[src/hw/rtl/csvfs_pkg.sv]
`timescale 1ns / 1ps
// ---------------------------------------------------------------------------
// csvfs_pkg
// Shared types and character codes for the CSV field splitter.
// ---------------------------------------------------------------------------
package csvfs_pkg;

  // Character codes that steer the parser
  localparam logic [7:0] CH_COMMA = 8'h2C;
  localparam logic [7:0] CH_QUOTE = 8'h22;
  localparam logic [7:0] CH_CR    = 8'h0D;

  // Input request mode
  typedef enum logic {
    MODE_BYTE = 1'b0,
    MODE_EOL  = 1'b1
  } mode_t;

  // Result kind
  typedef enum logic {
    KIND_CHAR = 1'b0,
    KIND_END  = 1'b1
  } kind_t;

  // One input request as held in the input register
  typedef struct packed {
    mode_t      mode;
    logic [7:0] byte_value;
  } item_t;

  // One result request
  typedef struct packed {
    kind_t      kind;
    logic [7:0] ch;
    logic       ends_line;
  } result_t;

endpackage

[src/hw/rtl/csvfs_parse.sv]
`timescale 1ns / 1ps
// ---------------------------------------------------------------------------
// csvfs_parse
// Quote state and per-byte decode: turns one held request into zero or one
// result and advances the three state bits when the request retires.
// ---------------------------------------------------------------------------
module csvfs_parse (
  input  logic             clk,
  input  logic             rst_n,
  input  csvfs_pkg::item_t item,
  input  logic             retire,
  output logic             emit,
  output csvfs_pkg::result_t result
);
  import csvfs_pkg::*;

  logic in_quotes_r, in_quotes_nxt;
  logic quote_pending_r, quote_pending_nxt;
  logic has_chars_r, has_chars_nxt;
  logic outside;

  // Decode the held byte against the current quote state
  always_comb begin
    in_quotes_nxt     = in_quotes_r;
    quote_pending_nxt = quote_pending_r;
    has_chars_nxt     = has_chars_r;
    emit              = 1'b0;
    result            = '{kind: KIND_CHAR, ch: 8'h00, ends_line: 1'b0};
    outside           = 1'b0;

    if (item.mode == MODE_EOL) begin
      // close the line: final field end, clear everything
      in_quotes_nxt     = 1'b0;
      quote_pending_nxt = 1'b0;
      has_chars_nxt     = 1'b0;
      emit              = 1'b1;
      result            = '{kind: KIND_END, ch: 8'h00, ends_line: 1'b1};
    end else begin
      if (quote_pending_r) begin
        // resolve the pending quote: doubled quote or close
        quote_pending_nxt = 1'b0;
        if (item.byte_value == CH_QUOTE) begin
          in_quotes_nxt = 1'b1;
          has_chars_nxt = 1'b1;
          emit          = 1'b1;
          result        = '{kind: KIND_CHAR, ch: CH_QUOTE, ends_line: 1'b0};
        end else begin
          in_quotes_nxt = 1'b0;
          outside       = 1'b1;
        end
      end else if (in_quotes_r) begin
        // quoted data; a quote waits for the next byte
        if (item.byte_value == CH_QUOTE) begin
          quote_pending_nxt = 1'b1;
        end else begin
          has_chars_nxt = 1'b1;
          emit          = 1'b1;
          result        = '{kind: KIND_CHAR, ch: item.byte_value, ends_line: 1'b0};
        end
      end else begin
        outside = 1'b1;
      end

      if (outside) begin
        // unquoted handling: open quote, field end, drop CR, or data
        if (item.byte_value == CH_QUOTE && !has_chars_r) begin
          in_quotes_nxt = 1'b1;
        end else if (item.byte_value == CH_COMMA) begin
          has_chars_nxt = 1'b0;
          emit          = 1'b1;
          result        = '{kind: KIND_END, ch: 8'h00, ends_line: 1'b0};
        end else if (item.byte_value != CH_CR) begin
          has_chars_nxt = 1'b1;
          emit          = 1'b1;
          result        = '{kind: KIND_CHAR, ch: item.byte_value, ends_line: 1'b0};
        end
      end
    end
  end

  // Advance the state when the request leaves the input register
  always_ff @(posedge clk) begin
    if (!rst_n) begin
      in_quotes_r     <= 1'b0;
      quote_pending_r <= 1'b0;
      has_chars_r     <= 1'b0;
    end else if (retire) begin
      in_quotes_r     <= in_quotes_nxt;
      quote_pending_r <= quote_pending_nxt;
      has_chars_r     <= has_chars_nxt;
    end
  end

`ifndef SYNTHESIS
  // A pending quote only exists inside a quoted field
  a_pending_in_quotes: assert property (@(posedge clk) disable iff (!rst_n)
    quote_pending_r |-> in_quotes_r)
    else $error("quote pending outside quotes");

  // End of line leaves the parser fully cleared
  a_eol_clears: assert property (@(posedge clk) disable iff (!rst_n)
    retire && item.mode == MODE_EOL |=> !in_quotes_r && !quote_pending_r && !has_chars_r)
    else $error("state not cleared after end of line");

  // A field end always empties the current field
  a_end_empties: assert property (@(posedge clk) disable iff (!rst_n)
    retire && emit && result.kind == KIND_END |=> !has_chars_r)
    else $error("field not empty after field end");

  // A character result always marks the field non-empty
  a_char_fills: assert property (@(posedge clk) disable iff (!rst_n)
    retire && emit && result.kind == KIND_CHAR |=> has_chars_r)
    else $error("field empty after character");
`endif

endmodule

[src/hw/rtl/csvfs_out_reg.sv]
`timescale 1ns / 1ps
// ---------------------------------------------------------------------------
// csvfs_out_reg
// Result register: holds one result request until the consumer takes it.
// ---------------------------------------------------------------------------
module csvfs_out_reg (
  input  logic               clk,
  input  logic               rst_n,
  input  logic               load,
  input  csvfs_pkg::result_t load_data,
  input  logic               out_stall,
  output logic               free,
  output logic               out_valid,
  output csvfs_pkg::result_t out_data
);
  import csvfs_pkg::*;

  logic    valid_r;
  result_t data_r;

  // Room for a new result when empty or being taken this cycle
  assign free      = !valid_r || !out_stall;
  assign out_valid = valid_r;
  assign out_data  = data_r;

  // Hold, take or drop the result
  always_ff @(posedge clk) begin
    if (!rst_n) begin
      valid_r <= 1'b0;
    end else if (free) begin
      valid_r <= load;
    end
  end

  always_ff @(posedge clk) begin
    if (free && load) begin
      data_r <= load_data;
    end
  end

endmodule

[src/hw/rtl/csv_field_splitter.sv]
`timescale 1ns / 1ps
// ---------------------------------------------------------------------------
// csv_field_splitter
// Splits a CSV line, one byte per request, into field characters and
// field ends, with quoting and doubled-quote escapes.
//
//   channel  ports                                    direction
//   in       in_valid, in_stall, in_mode, in_byte_value   into block
//   out      out_valid, out_stall, out_kind, out_char,
//            out_ends_line                            out of block
//
// One request per cycle while the result register can take results; a result
// passes from the input register through the decode into the result register,
// where it waits until the consumer takes it.
// Requests that yield no result retire without touching the output.
// Synchronous active-low reset clears the quote state and both valids.
// out_stall holds the result register; in_stall rises only when the held
// request has a result and the result register cannot take it.
// ---------------------------------------------------------------------------
module csv_field_splitter (
  input  logic       clk,
  input  logic       rst_n,
  input  logic       in_valid,
  output logic       in_stall,
  input  logic       in_mode,
  input  logic [7:0] in_byte_value,
  output logic       out_valid,
  input  logic       out_stall,
  output logic       out_kind,
  output logic [7:0] out_char,
  output logic       out_ends_line
);
  import csvfs_pkg::*;

  logic    held_valid_r;
  item_t   held_r;
  logic    emit;
  result_t result;
  logic    out_free;
  logic    retire;
  logic    accept;
  result_t out_data;

  // Held request retires unless its result is blocked
  assign retire   = held_valid_r && (!emit || out_free);
  assign in_stall = held_valid_r && !retire;
  assign accept   = in_valid && !in_stall;

  // Input register
  always_ff @(posedge clk) begin
    if (!rst_n) begin
      held_valid_r <= 1'b0;
    end else if (!in_stall) begin
      held_valid_r <= in_valid;
    end
  end

  always_ff @(posedge clk) begin
    if (accept) begin
      held_r <= '{mode: mode_t'(in_mode), byte_value: in_byte_value};
    end
  end

  csvfs_parse u_parse (
    .clk    (clk),
    .rst_n  (rst_n),
    .item   (held_r),
    .retire (retire),
    .emit   (emit),
    .result (result)
  );

  csvfs_out_reg u_out_reg (
    .clk       (clk),
    .rst_n     (rst_n),
    .load      (held_valid_r && emit),
    .load_data (result),
    .out_stall (out_stall),
    .free      (out_free),
    .out_valid (out_valid),
    .out_data  (out_data)
  );

  // Drive result ports
  assign out_kind      = out_data.kind;
  assign out_char      = out_data.ch;
  assign out_ends_line = out_data.ends_line;

endmodule
[config.mk]
export PLATFORM = sky130hd
export DESIGN_NAME = csv_field_splitter
export DESIGN_NICKNAME = d
export VERILOG_FILES = /design/src/hw/rtl/csvfs_pkg.sv /design/src/hw/rtl/csvfs_parse.sv /design/src/hw/rtl/csvfs_out_reg.sv /design/src/hw/rtl/csv_field_splitter.sv
export SDC_FILE = /design/constraint.sdc
export NUM_CORES = 1
export LEC_CHECK = 0
export BUFFER_PORTS_ARGS = -buffer_cell sky130_fd_sc_hd__buf_2
export CORE_MARGIN = 2
export CORE_UTILIZATION = 59
export CTS_BUF_LIST = sky130_fd_sc_hd__clkbuf_4
export DETAILED_ROUTE_END_ITERATION = 16
export HOLD_SLACK_MARGIN = 0.03
export PLACE_DENSITY = 0.85
export SYNTH_ARGS = -nofsm -noshare
export SYNTH_HDL_FRONTEND = slang
export SYNTH_SLANG_ARGS = --single-unit
[constraint.sdc]
create_clock -name clk -period 4.5 [get_ports clk]
set_input_delay 0.225 -clock clk [delete_from_list [all_inputs] [get_ports clk]]
set_output_delay 0.225 -clock clk [all_outputs]
set_load 0.03 [all_outputs]
==> flow_summary.ini, run 1 <==
[critical_path]
critPathKind = reg -> reg
path_cells = nor4b_4 > a32oi_2 > o31ai_1 > a31oi_1 > nor2b_1
rrSetupSlack_ns = 1.99
r2r-start = held_r[7]
r2r_cells = 5
cp.arrival_ns = 2.48
worstSetupEndpointType = register
crit_path_start = held_r[7]
r2r_end = held_r[0]
crit_path_start_kind = register
crit_end = held_r[0]
crit_path_top_delay_cell = nor2b_1
critPathMaxStageDelay_ns = 0.57
worst_ep_required_time_ns = 4.47
crit_fanout = 9

[place]
io_buffers = 24
post-dp-hpwl_um = 1487
gp_congestion = 0.8939

[cells_and_area]
final_common_cell = buf_2
diodes = 0
layout_common_cells = 24 x buf_2, 19 x edfxtp_1, 9 x a21oi_1, 7 x nand2_1, 6 x nor2b_1
fin_nets = 131
syn_to_final_growth_pct = 14.94
finish.utilization_pct = 73.33
layout-drive-gt1-share_pct = 29.06

[yosys]
synth_seq_area_share_pct = 60.22
synthXorXnorAreaFrac_pct = 0
syn-num-nets = 105
synth_top_area_share_pct = 51.24
netlist_top_cells_area = edfxtp_1 51%, dfxtp_1 9.0%, a21oi_1 4.0%, nor2b_1 3.4%, nand2_1 2.4%
synth_mux_area_share_pct = 0
synthCells = 92
postSynthAreaPerCell_um2 = 12.10
synth_warnings = 0
synth-seq-cells = 24
synthAdderAreaFrac_pct = 0
synth_top_area_cell = edfxtp_1
syn_area_um2 = 1114
synth-simple-area-share_pct = 21.35
synth.distinct_cells = 30
synth_top_family_by_area = simple AND/OR/NAND/NOR gates
synth_compound_area_share_pct = 16.07

[global_route]
grt_overflow = 0
grt_max_degree = 14
antenna_found_initial = 0
grt_pass1_vias = 718
grt_pass1_wl_um = 3077
track_usage_pct = 19.75

[pwr]
power_leakage_nw = 0.4832
total_power_mw = 0.3963
p_seq_share_pct = 65.7
p_sw_mw = 0.09635
p_int_mw = 0.3000
pwr-share-clk_pct = 24.0
p_comb_share_pct = 10.3
vdd_drop_max_mv = 0.2522
swShare_pct = 24.31
pwr_density_cell_nw_per_um2 = 309.6

[floorplanning]
start_util_pct = 63.80
die_h_um = 47.45
io_pins = 25
core-area_um2 = 1745
chipWidth_um = 47.45
row_count = 15
die_area_um2 = 2251

[clock_tree]
htree_levels = 1
post_cts_resized = 0
hold_buffers = 0
cts_buffers = 3
clock-sinks = 24
clk_latency_ns = 0.32
cts_root_buf = clkbuf_4
clk_pin_slew_ns = 0.12
clock_path_buffers = 2
cts_setup_buffers = 0
cts_tree = yes

[timing]
hold_ws_ns = 0.06952
post-route-period-util_pct = 55.85
setup_violations = 0
fin_worst_skew_ns = 0.001259
slew_viol_final = 0
fin_crit_ns = 2.513
rsz0062_at_grt = false
setup_tns_ns = 0
fmax_mhz = 397.9
relSlewSlack_pct = 49.03
final_hold_viol_count = 0
tightest_slew_ns = 0.7617

[routing]
ant_nets = 0
dr.pass1.iters = 4
wl_um = 1969
vias = 825
wire_per_inst_um = 13.87
vias_per_cell = 5.810
drt-initial-drc-count = 10
drc = 0

[job]
maxCapViolations = 0

[run_status]
status = completed

[min_path]
min_path_type = in -> reg
[worst min path at each step]
stage                      from         to  depth (start not counted)
6_report       in_byte_value[7]  held_r[7]                          1
5_1_grt        in_byte_value[6]  held_r[6]                          1
3_3_place_gp   in_byte_value[0]  held_r[0]                          1
3_5_place_dp   in_byte_value[7]  held_r[7]                          1
4_1_cts        in_byte_value[7]  held_r[7]                          1
2_1_floorplan  in_byte_value[0]  held_r[0]                          0
[routing by layer]
metal	share of wire (%)	GRT usage, %	vias up
met2	51	31.89	40
met4	2.1	11.11	0
li1	-	-	397
met1	40	25.19	381
met5	0	0	-
met3	6.7	3.396	7
[state kept, by name, indices dropped and copies added, names as in the netlist]
register	count
u_out_reg.out_data	10
u_out_reg.out_valid	1
held_valid_r	1
held_r	9
u_parse.has_chars_r	1
u_parse.quote_pending_r	1
u_parse.in_quotes_r	1
[through the flow]
| stage | cells | setup WS (ns) | instance area (um^2) |
|---|---|---|---|
| after floorplan | 92 | 1.990 | 1114 |
| after global placement | 138 | 2.097 | 1254 |
| after detailed placement | 138 | 2.011 | 1254 |
| after CTS | 142 | 1.978 | 1280 |
| after global routing | 142 | 1.789 | 1280 |
| final | 142 | 1.987 | 1280 |
[synthesized netlist by cell type, drive strengths merged]
master    n
edfxtp   19
a21oi     9
nand2     7
nor2b     6
dfxtp     5
a31oi     4
and2      4
inv       4
nor2      4
clkbuf    3
nand3     3
a211oi    2
nand2b    2
nor3b     2
nor4b     2
o21a      2
o31ai     2
a21boi    1
a32oi     1
and3      1
and4bb    1
nand4     1
nand4bb   1
nor3      1
o21ai     1
o21bai    1
o22ai     1
o41a      1
or2       1
[layout make-up]
cell class                      count  area (um^2)
Clock inverter                      1        3.754
Timing Repair Buffer               24        120.1
Clock buffer                        3        22.52
Fill cell                         119        465.4
Multi-Input combinational cell     61        416.7
Sequential cell                    24        670.6
Inverter                            4        15.01
Tap cell                           25        31.28
[power by group through the flow]
stage          Clock (mW)  Sequential, mW  Combinational, mW
2_1_floorplan           0           0.273             0.0187
3_3_place_gp            0           0.265             0.0395
3_5_place_dp            0           0.265             0.0407
4_1_cts            0.0963           0.260             0.0409
5_1_grt             0.104           0.262             0.0448
6_report           0.0951           0.260             0.0410
[worst max-delay path: cells and delay by family (launching register included)]
kind / cells / cell delay [ns]
flip-flops: 1 / 0.45
AND/OR/NAND/NOR: 2 / 0.98
AO/OA/AOI/OAI: 3 / 0.74
[cells by family (layout without fill, tap and decap cells)]
kind of cell,count (synthesis),after routing
flip-flops,24,24
buffers and inverters,7,32
AND/OR/NAND/NOR,36,36
AO/OA/AOI/OAI,25,25
No activity file was read; power rests on OpenSTA's default activity.
==> run 2, diff against run 1 <==
--- a/config.mk
+++ b/config.mk
@@ -5,13 +5,14 @@
 export SDC_FILE = /design/constraint.sdc
 export NUM_CORES = 1
 export LEC_CHECK = 0
+export ABC_AREA = 1
 export BUFFER_PORTS_ARGS = -buffer_cell sky130_fd_sc_hd__buf_2
 export CORE_MARGIN = 2
-export CORE_UTILIZATION = 59
+export CORE_UTILIZATION = 54
 export CTS_BUF_LIST = sky130_fd_sc_hd__clkbuf_4
 export DETAILED_ROUTE_END_ITERATION = 16
 export HOLD_SLACK_MARGIN = 0.03
-export PLACE_DENSITY = 0.85
+export PLACE_DENSITY = 0.79
 export SYNTH_ARGS = -nofsm -noshare
 export SYNTH_HDL_FRONTEND = slang
 export SYNTH_SLANG_ARGS = --single-unit
==> constraint.sdc (replaced) <==
create_clock -name clk -period 2.53 [get_ports clk]
set_input_delay 0.1265 -clock clk [delete_from_list [all_inputs] [get_ports clk]]
set_output_delay 0.1265 -clock clk [all_outputs]
set_load 0.03 [all_outputs]
==> flow_summary.ini, run 2 <==
[yosys]
synth_warnings = 0
synthCells = 111
synth_top_area_cell = edfxtp_1
netlist_top_cells_area = edfxtp_1 52%, nand2_1 9.7%, dfxtp_1 9.2%, inv_1 6.9%, nand3_2 2.8%
synth_most_common_cell = nand2_1
ys_async_sr_fraction_pct = 0
postSynthAreaPerCell_um2 = 9.795
synth-seq-cells = 24
ys.flop_type = edfxtp_1
syn_area_um2 = 1087
synth_top_area_share_pct = 52.47
synth_edf_count = 19
synthTopCellsByCount = 28 x nand2_1, 20 x inv_1, 19 x edfxtp_1, 7 x nor2_1, 5 x dfxtp_1
synth.distinct_cells = 19
synth_seq_area_share_pct = 61.68
syn-num-nets = 124

[cells_and_area]
diodes = 0
register_area_um2 = 670.6
layout_common_cells = 28 x nand2_1, 24 x buf_2, 20 x inv_1, 19 x edfxtp_1, 9 x dlygate4sd3_1
largest_register_ffs = 10
multi_input_area_um2 = 322.8
fillers = 153
fin_cells = 175
finish.utilization_pct = 72.01
fin_nets = 162
syn_to_final_growth_pct = 27.27
final_common_cell = nand2_1
layout-drive-gt1-share_pct = 29.73

[timing]
setup_violations = 0
setup_tns_ns = 0
relSlewSlack_pct = 78.36
fmax_mhz = 489.0
final_hold_viol_count = 0
rsz0062_at_grt = false
fin_crit_ns = 2.045
fin_worst_skew_ns = 0.003225
post-route-period-util_pct = 80.82
tightest_slew_ns = 0.3242
slew_viol_final = 0

[global_route]
antenna_found_initial = 0
grt_pass1_vias = 863
track_usage_pct = 19.07
grt_pass1_wl_um = 3512
grt_overflow = 0
grt_max_degree = 15

[floorplanning]
die_h_um = 48.87
chipWidth_um = 48.87
io_pins = 25
die_area_um2 = 2388
start_util_pct = 56.58
core-area_um2 = 1922
row_count = 16

[critical_path]
r2r_end = held_r[8]
critPathKind = reg -> out
crit_path_start_kind = register
worstSetupEndpointType = output port
crit_path_start = held_r[0]
cp.arrival_ns = 1.92
worst_ep_required_time_ns = 2.40
crit_end = in_stall
crit_fanout = 4
rrSetupSlack_ns = 0.59
r2r_cells = 11
r2r-start = held_r[0]

[routing]
vias_per_cell = 4.823
wl_um = 1929
wire_per_inst_um = 11.02
dr.pass1.iters = 4
drt-initial-drc-count = 27
drc = 0
vias = 844
ant_nets = 0

[pwr]
p_sw_mw = 0.1807
total_power_mw = 0.8278
p_comb_share_pct = 12.0
pwr_density_cell_nw_per_um2 = 598.2
vdd_drop_max_mv = 0.5316
p_int_mw = 0.6471
swShare_pct = 21.83
pwr-share-clk_pct = 32.4
power_leakage_nw = 0.6520
p_seq_share_pct = 55.6

[job]
maxCapViolations = 0

[clock_tree]
clk_latency_ns = 0.30
cts_root_buf = clkbuf_4
cts_buffers = 3
cts_setup_buffers = 0
clock_path_buffers = 2
htree_levels = 1
clock-sinks = 24
cts_tree = yes
clk_pin_slew_ns = 0.13

[min_path]
min_path_type = in -> reg

[run_status]
status = completed

[place]
io_buffers = 24
post-dp-hpwl_um = 1294
dpl.cell_count = 162
gp_congestion = 0.7621
run 2: per-layer routing:
| layer | vias up | global-route usage, % | part of all wire (%) |
|---|---|---|---|
| met5 | - | 0 | 0 |
| met2 | 28 | 35.84 | 57 |
| met4 | 0 | 8.095 | 1.1 |
| met1 | 380 | 21.28 | 37 |
| met3 | 4 | 2.761 | 4.9 |
| li1 | 432 | - | - |
run 2: layout make-up:
type	instances	share of cell area, %
Clock buffer	3	1.627
Sequential cell	24	48.46
Timing Repair Buffer	34	15.73
Multi-Input combinational cell	63	23.33
Inverter	23	6.239
Tap cell	27	2.441
Clock inverter	1	2.170
run 2: stage by stage:
stage | hold slack (ns) | instance area (um^2) | worst slack [ns]
3_3_place_gp | 0.3030 | 1241 | 0.7431
6_report | 0.05185 | 1384 | 0.4852
2_1_floorplan | 0.2254 | 1087 | 0.5940
5_1_grt | 0.04167 | 1384 | 0.3119
3_5_place_dp | 0.3046 | 1241 | 0.6787
4_1_cts | 0.03657 | 1384 | 0.5678
run 2: power by group through the flow:
stage               combinational [mW]  sequential (mW)  clock (mW)
CTS                             0.0983            0.460       0.274
global placement                0.0849            0.468           0
floorplan                       0.0457            0.484           0
detailed placement              0.0872            0.469           0
global route                     0.110            0.463       0.291
finish                          0.0992            0.460       0.269
run 2: kinds of logic (layout without fill, tap and decap cells):
| logic type | after synthesis | in the layout | synth area share, % |
|---|---|---|---|
| buffers and inverters | 24 | 61 | 8.631 |
| AO/OA/AOI/OAI | 8 | 8 | 4.488 |
| AND/OR/NAND/NOR | 55 | 55 | 25.20 |
| flip-flops | 24 | 24 | 61.68 |
run 2: worst min path at each step:
stage,depth (start not counted),startpoint,to,slack [ns]
2_1_floorplan,0,in_byte_value[0],held_r[0],0.23
3_3_place_gp,1,in_byte_value[1],held_r[1],0.30
5_1_grt,3,rst_n,u_parse.in_quotes_r,0.04
6_report,3,rst_n,u_parse.in_quotes_r,0.05
4_1_cts,3,rst_n,u_parse.in_quotes_r,0.04
3_5_place_dp,1,in_byte_value[1],held_r[1],0.30
run 2: repair_timing:
action / in CTS / in global routing
hold buffers: 9 / 0
resized for setup: 0 / 0
hold endpoints to repair: 9 / 0
run 2: worst max-delay path, cell delays in order (launching register included):
cell and delay (ns):
edfxtp_1 0.44, inv_2 0.10, nand2_2 0.05, nor2_2 0.15, nand2_2 0.08, nand2_1 0.07, nand2_2 0.08, nand3_2 0.10
nand2_1 0.09, inv_2 0.08, nand3_2 0.09, inv_1 0.08, buf_2 0.19
==> run 3, diff against run 2 <==
==> constraint.sdc (replaced) <==
create_clock -name clk -period 2 [get_ports clk]
set_input_delay 0.1 -clock clk [delete_from_list [all_inputs] [get_ports clk]]
set_output_delay 0.1 -clock clk [all_outputs]
set_load 0.03 [all_outputs]
==> flow_summary.ini, run 3 (same netlist as run 2, synthesis figures left out) <==
[routing]
drc = 0
vias_per_cell = 4.949
vias = 881
ant_nets = 0
wire_per_inst_um = 13.15
dr.pass1.iters = 4
wl_um = 2340
drt-initial-drc-count = 41

[clock_tree]
cts_tree = yes
clock_path_buffers = 2
clock-sinks = 24
htree_levels = 1
clk_pin_slew_ns = 0.13
cts_buffers = 3
cts_root_buf = clkbuf_4
clk_latency_ns = 0.33

[min_path]
min_path_type = in -> reg
whs_path_depth = 3
min_from = out_stall
whs_endpoint = u_out_reg.out_valid

[place]
io_buffers = 24
post-dp-hpwl_um = 1279
dpl.cell_count = 163
gp_congestion = 0.7414

[critical_path]
r2r_cells = 12
rrSetupSlack_ns = 0.08
worstSetupEndpointType = output port
r2r-start = held_r[0]
r2r_end = u_out_reg.out_data[9]
crit_path_start_kind = register
cp.arrival_ns = 1.88
worst_ep_required_time_ns = 1.90
crit_fanout = 4
critPathKind = reg -> out

[global_route]
busiest_layer = met2
use_met3_pct = 2.454
antenna_found_initial = 0
grt_overflow = 0
grt_pass1_vias = 886
grt_pass1_wl_um = 3753
grt_use_met2_pct = 40.87
use_met1_pct = 21.86
track_usage_pct = 20.92
grt_max_degree = 15

[pwr]
pwr_density_cell_nw_per_um2 = 745.0
total_power_mw = 1.078
vdd_drop_max_mv = 0.5966
power_leakage_nw = 0.6624

[floorplanning]
start_util_pct = 56.58
row_count = 16
die_h_um = 48.87
core-area_um2 = 1922
chipWidth_um = 48.87
die_area_um2 = 2388
io_pins = 25

[job]
maxCapViolations = 0

[cells_and_area]
fin_cells = 178
fin_nets = 165
syn_to_final_growth_pct = 33.03
final_common_cell = nand2_1
diodes = 0
largest_register_ffs = 10
layout_common_cells = 27 x nand2_1, 23 x buf_2, 19 x edfxtp_1, 16 x inv_1, 11 x dlygate4sd3_1
layout-drive-gt1-share_pct = 33.77
fillers = 129

[run_status]
status = completed

[timing]
setup_tns_ns = 0
relSlewSlack_pct = 76.00
final_hold_viol_count = 0
tightest_slew_ns = 0.3595
setup_violations = 0
fin_worst_skew_ns = 0.006059
hold_ws_ns = 0.03315
fmax_mhz = 504.2
rsz0062_at_grt = true
slew_viol_final = 0
post-route-period-util_pct = 99.17
fin_crit_ns = 1.983
[run 3: cell types whose count changed in the layout (fill, tap and decap cells not counted), sizes merged]
cell         delta
buf             +1
dlygate4sd3     +2
[run 3: worst max-delay path, stage by stage, from the launching register on]
cell and delay, ns:
edfxtp_1 0.44, inv_2 0.10, nand2_2 0.06, nor2_4 0.14
nand2_2 0.08, nand2_1 0.08, nand2_2 0.09, nand3_4 0.09
nand2_1 0.08, inv_2 0.10, nand3_4 0.08, inv_2 0.07
buf_6 0.12
[run 3: cell type report]
| cell class | instances | area (um^2) | area share [%] |
|---|---|---|---|
| well taps | 27 | 33.78 | 2.336 |
| flip-flops and latches | 24 | 670.6 | 46.37 |
| multi-input cells | 63 | 347.8 | 24.05 |
| repair buffers | 37 | 255.2 | 17.65 |
| clock buffers | 3 | 22.52 | 1.557 |
| inverters | 23 | 86.33 | 5.969 |
| clock inverters | 1 | 30.03 | 2.076 |
[run 3: what timing repair did]
action                     CTS  global route
gates resized for setup      0            13
hold endpoints to repair    12             0
setup buffers                0             0
hold buffers                11             0
setup endpoints to repair    0            20
[run 3: per-stage QoR]
stage,util [%],area (um^2),setup slack [ns]
floorplan,-,1087,0.06396
global placement,64.97,1249,0.2103
detailed placement,64.97,1249,0.1500
CTS,73.44,1411,0.03231
global route,75.26,1446,-0.09403
finish,75.26,1446,0.01657
[run 3: power breakdown]
group,leakage [nW],switching (mW),internal [mW]
registers,0.225,0.0133,0.568
clock network,0.0279,0.152,0.203
logic,0.410,0.0864,0.0541
[run 3: how the worst max path moves through the flow]
stage / startpoint / to / slack, ns / cells past startpoint
floorplan: held_r[0] / u_out_reg.out_data[0] / 0.06 / 11
global placement: held_r[0] / held_r[8] / 0.21 / 11
detailed placement: held_r[4] / held_r[2] / 0.15 / 11
CTS: held_r[0] / in_stall / 0.03 / 12
global route: held_r[0] / in_stall / -0.09 / 12
finish: held_r[0] / in_stall / 0.02 / 12
[run 3: per-layer routing]
layer  up-vias  wire (um)
met5         -          0
met4         0         70
met3         7        131
met2        29       1294
met1       406        843
li1        439          -
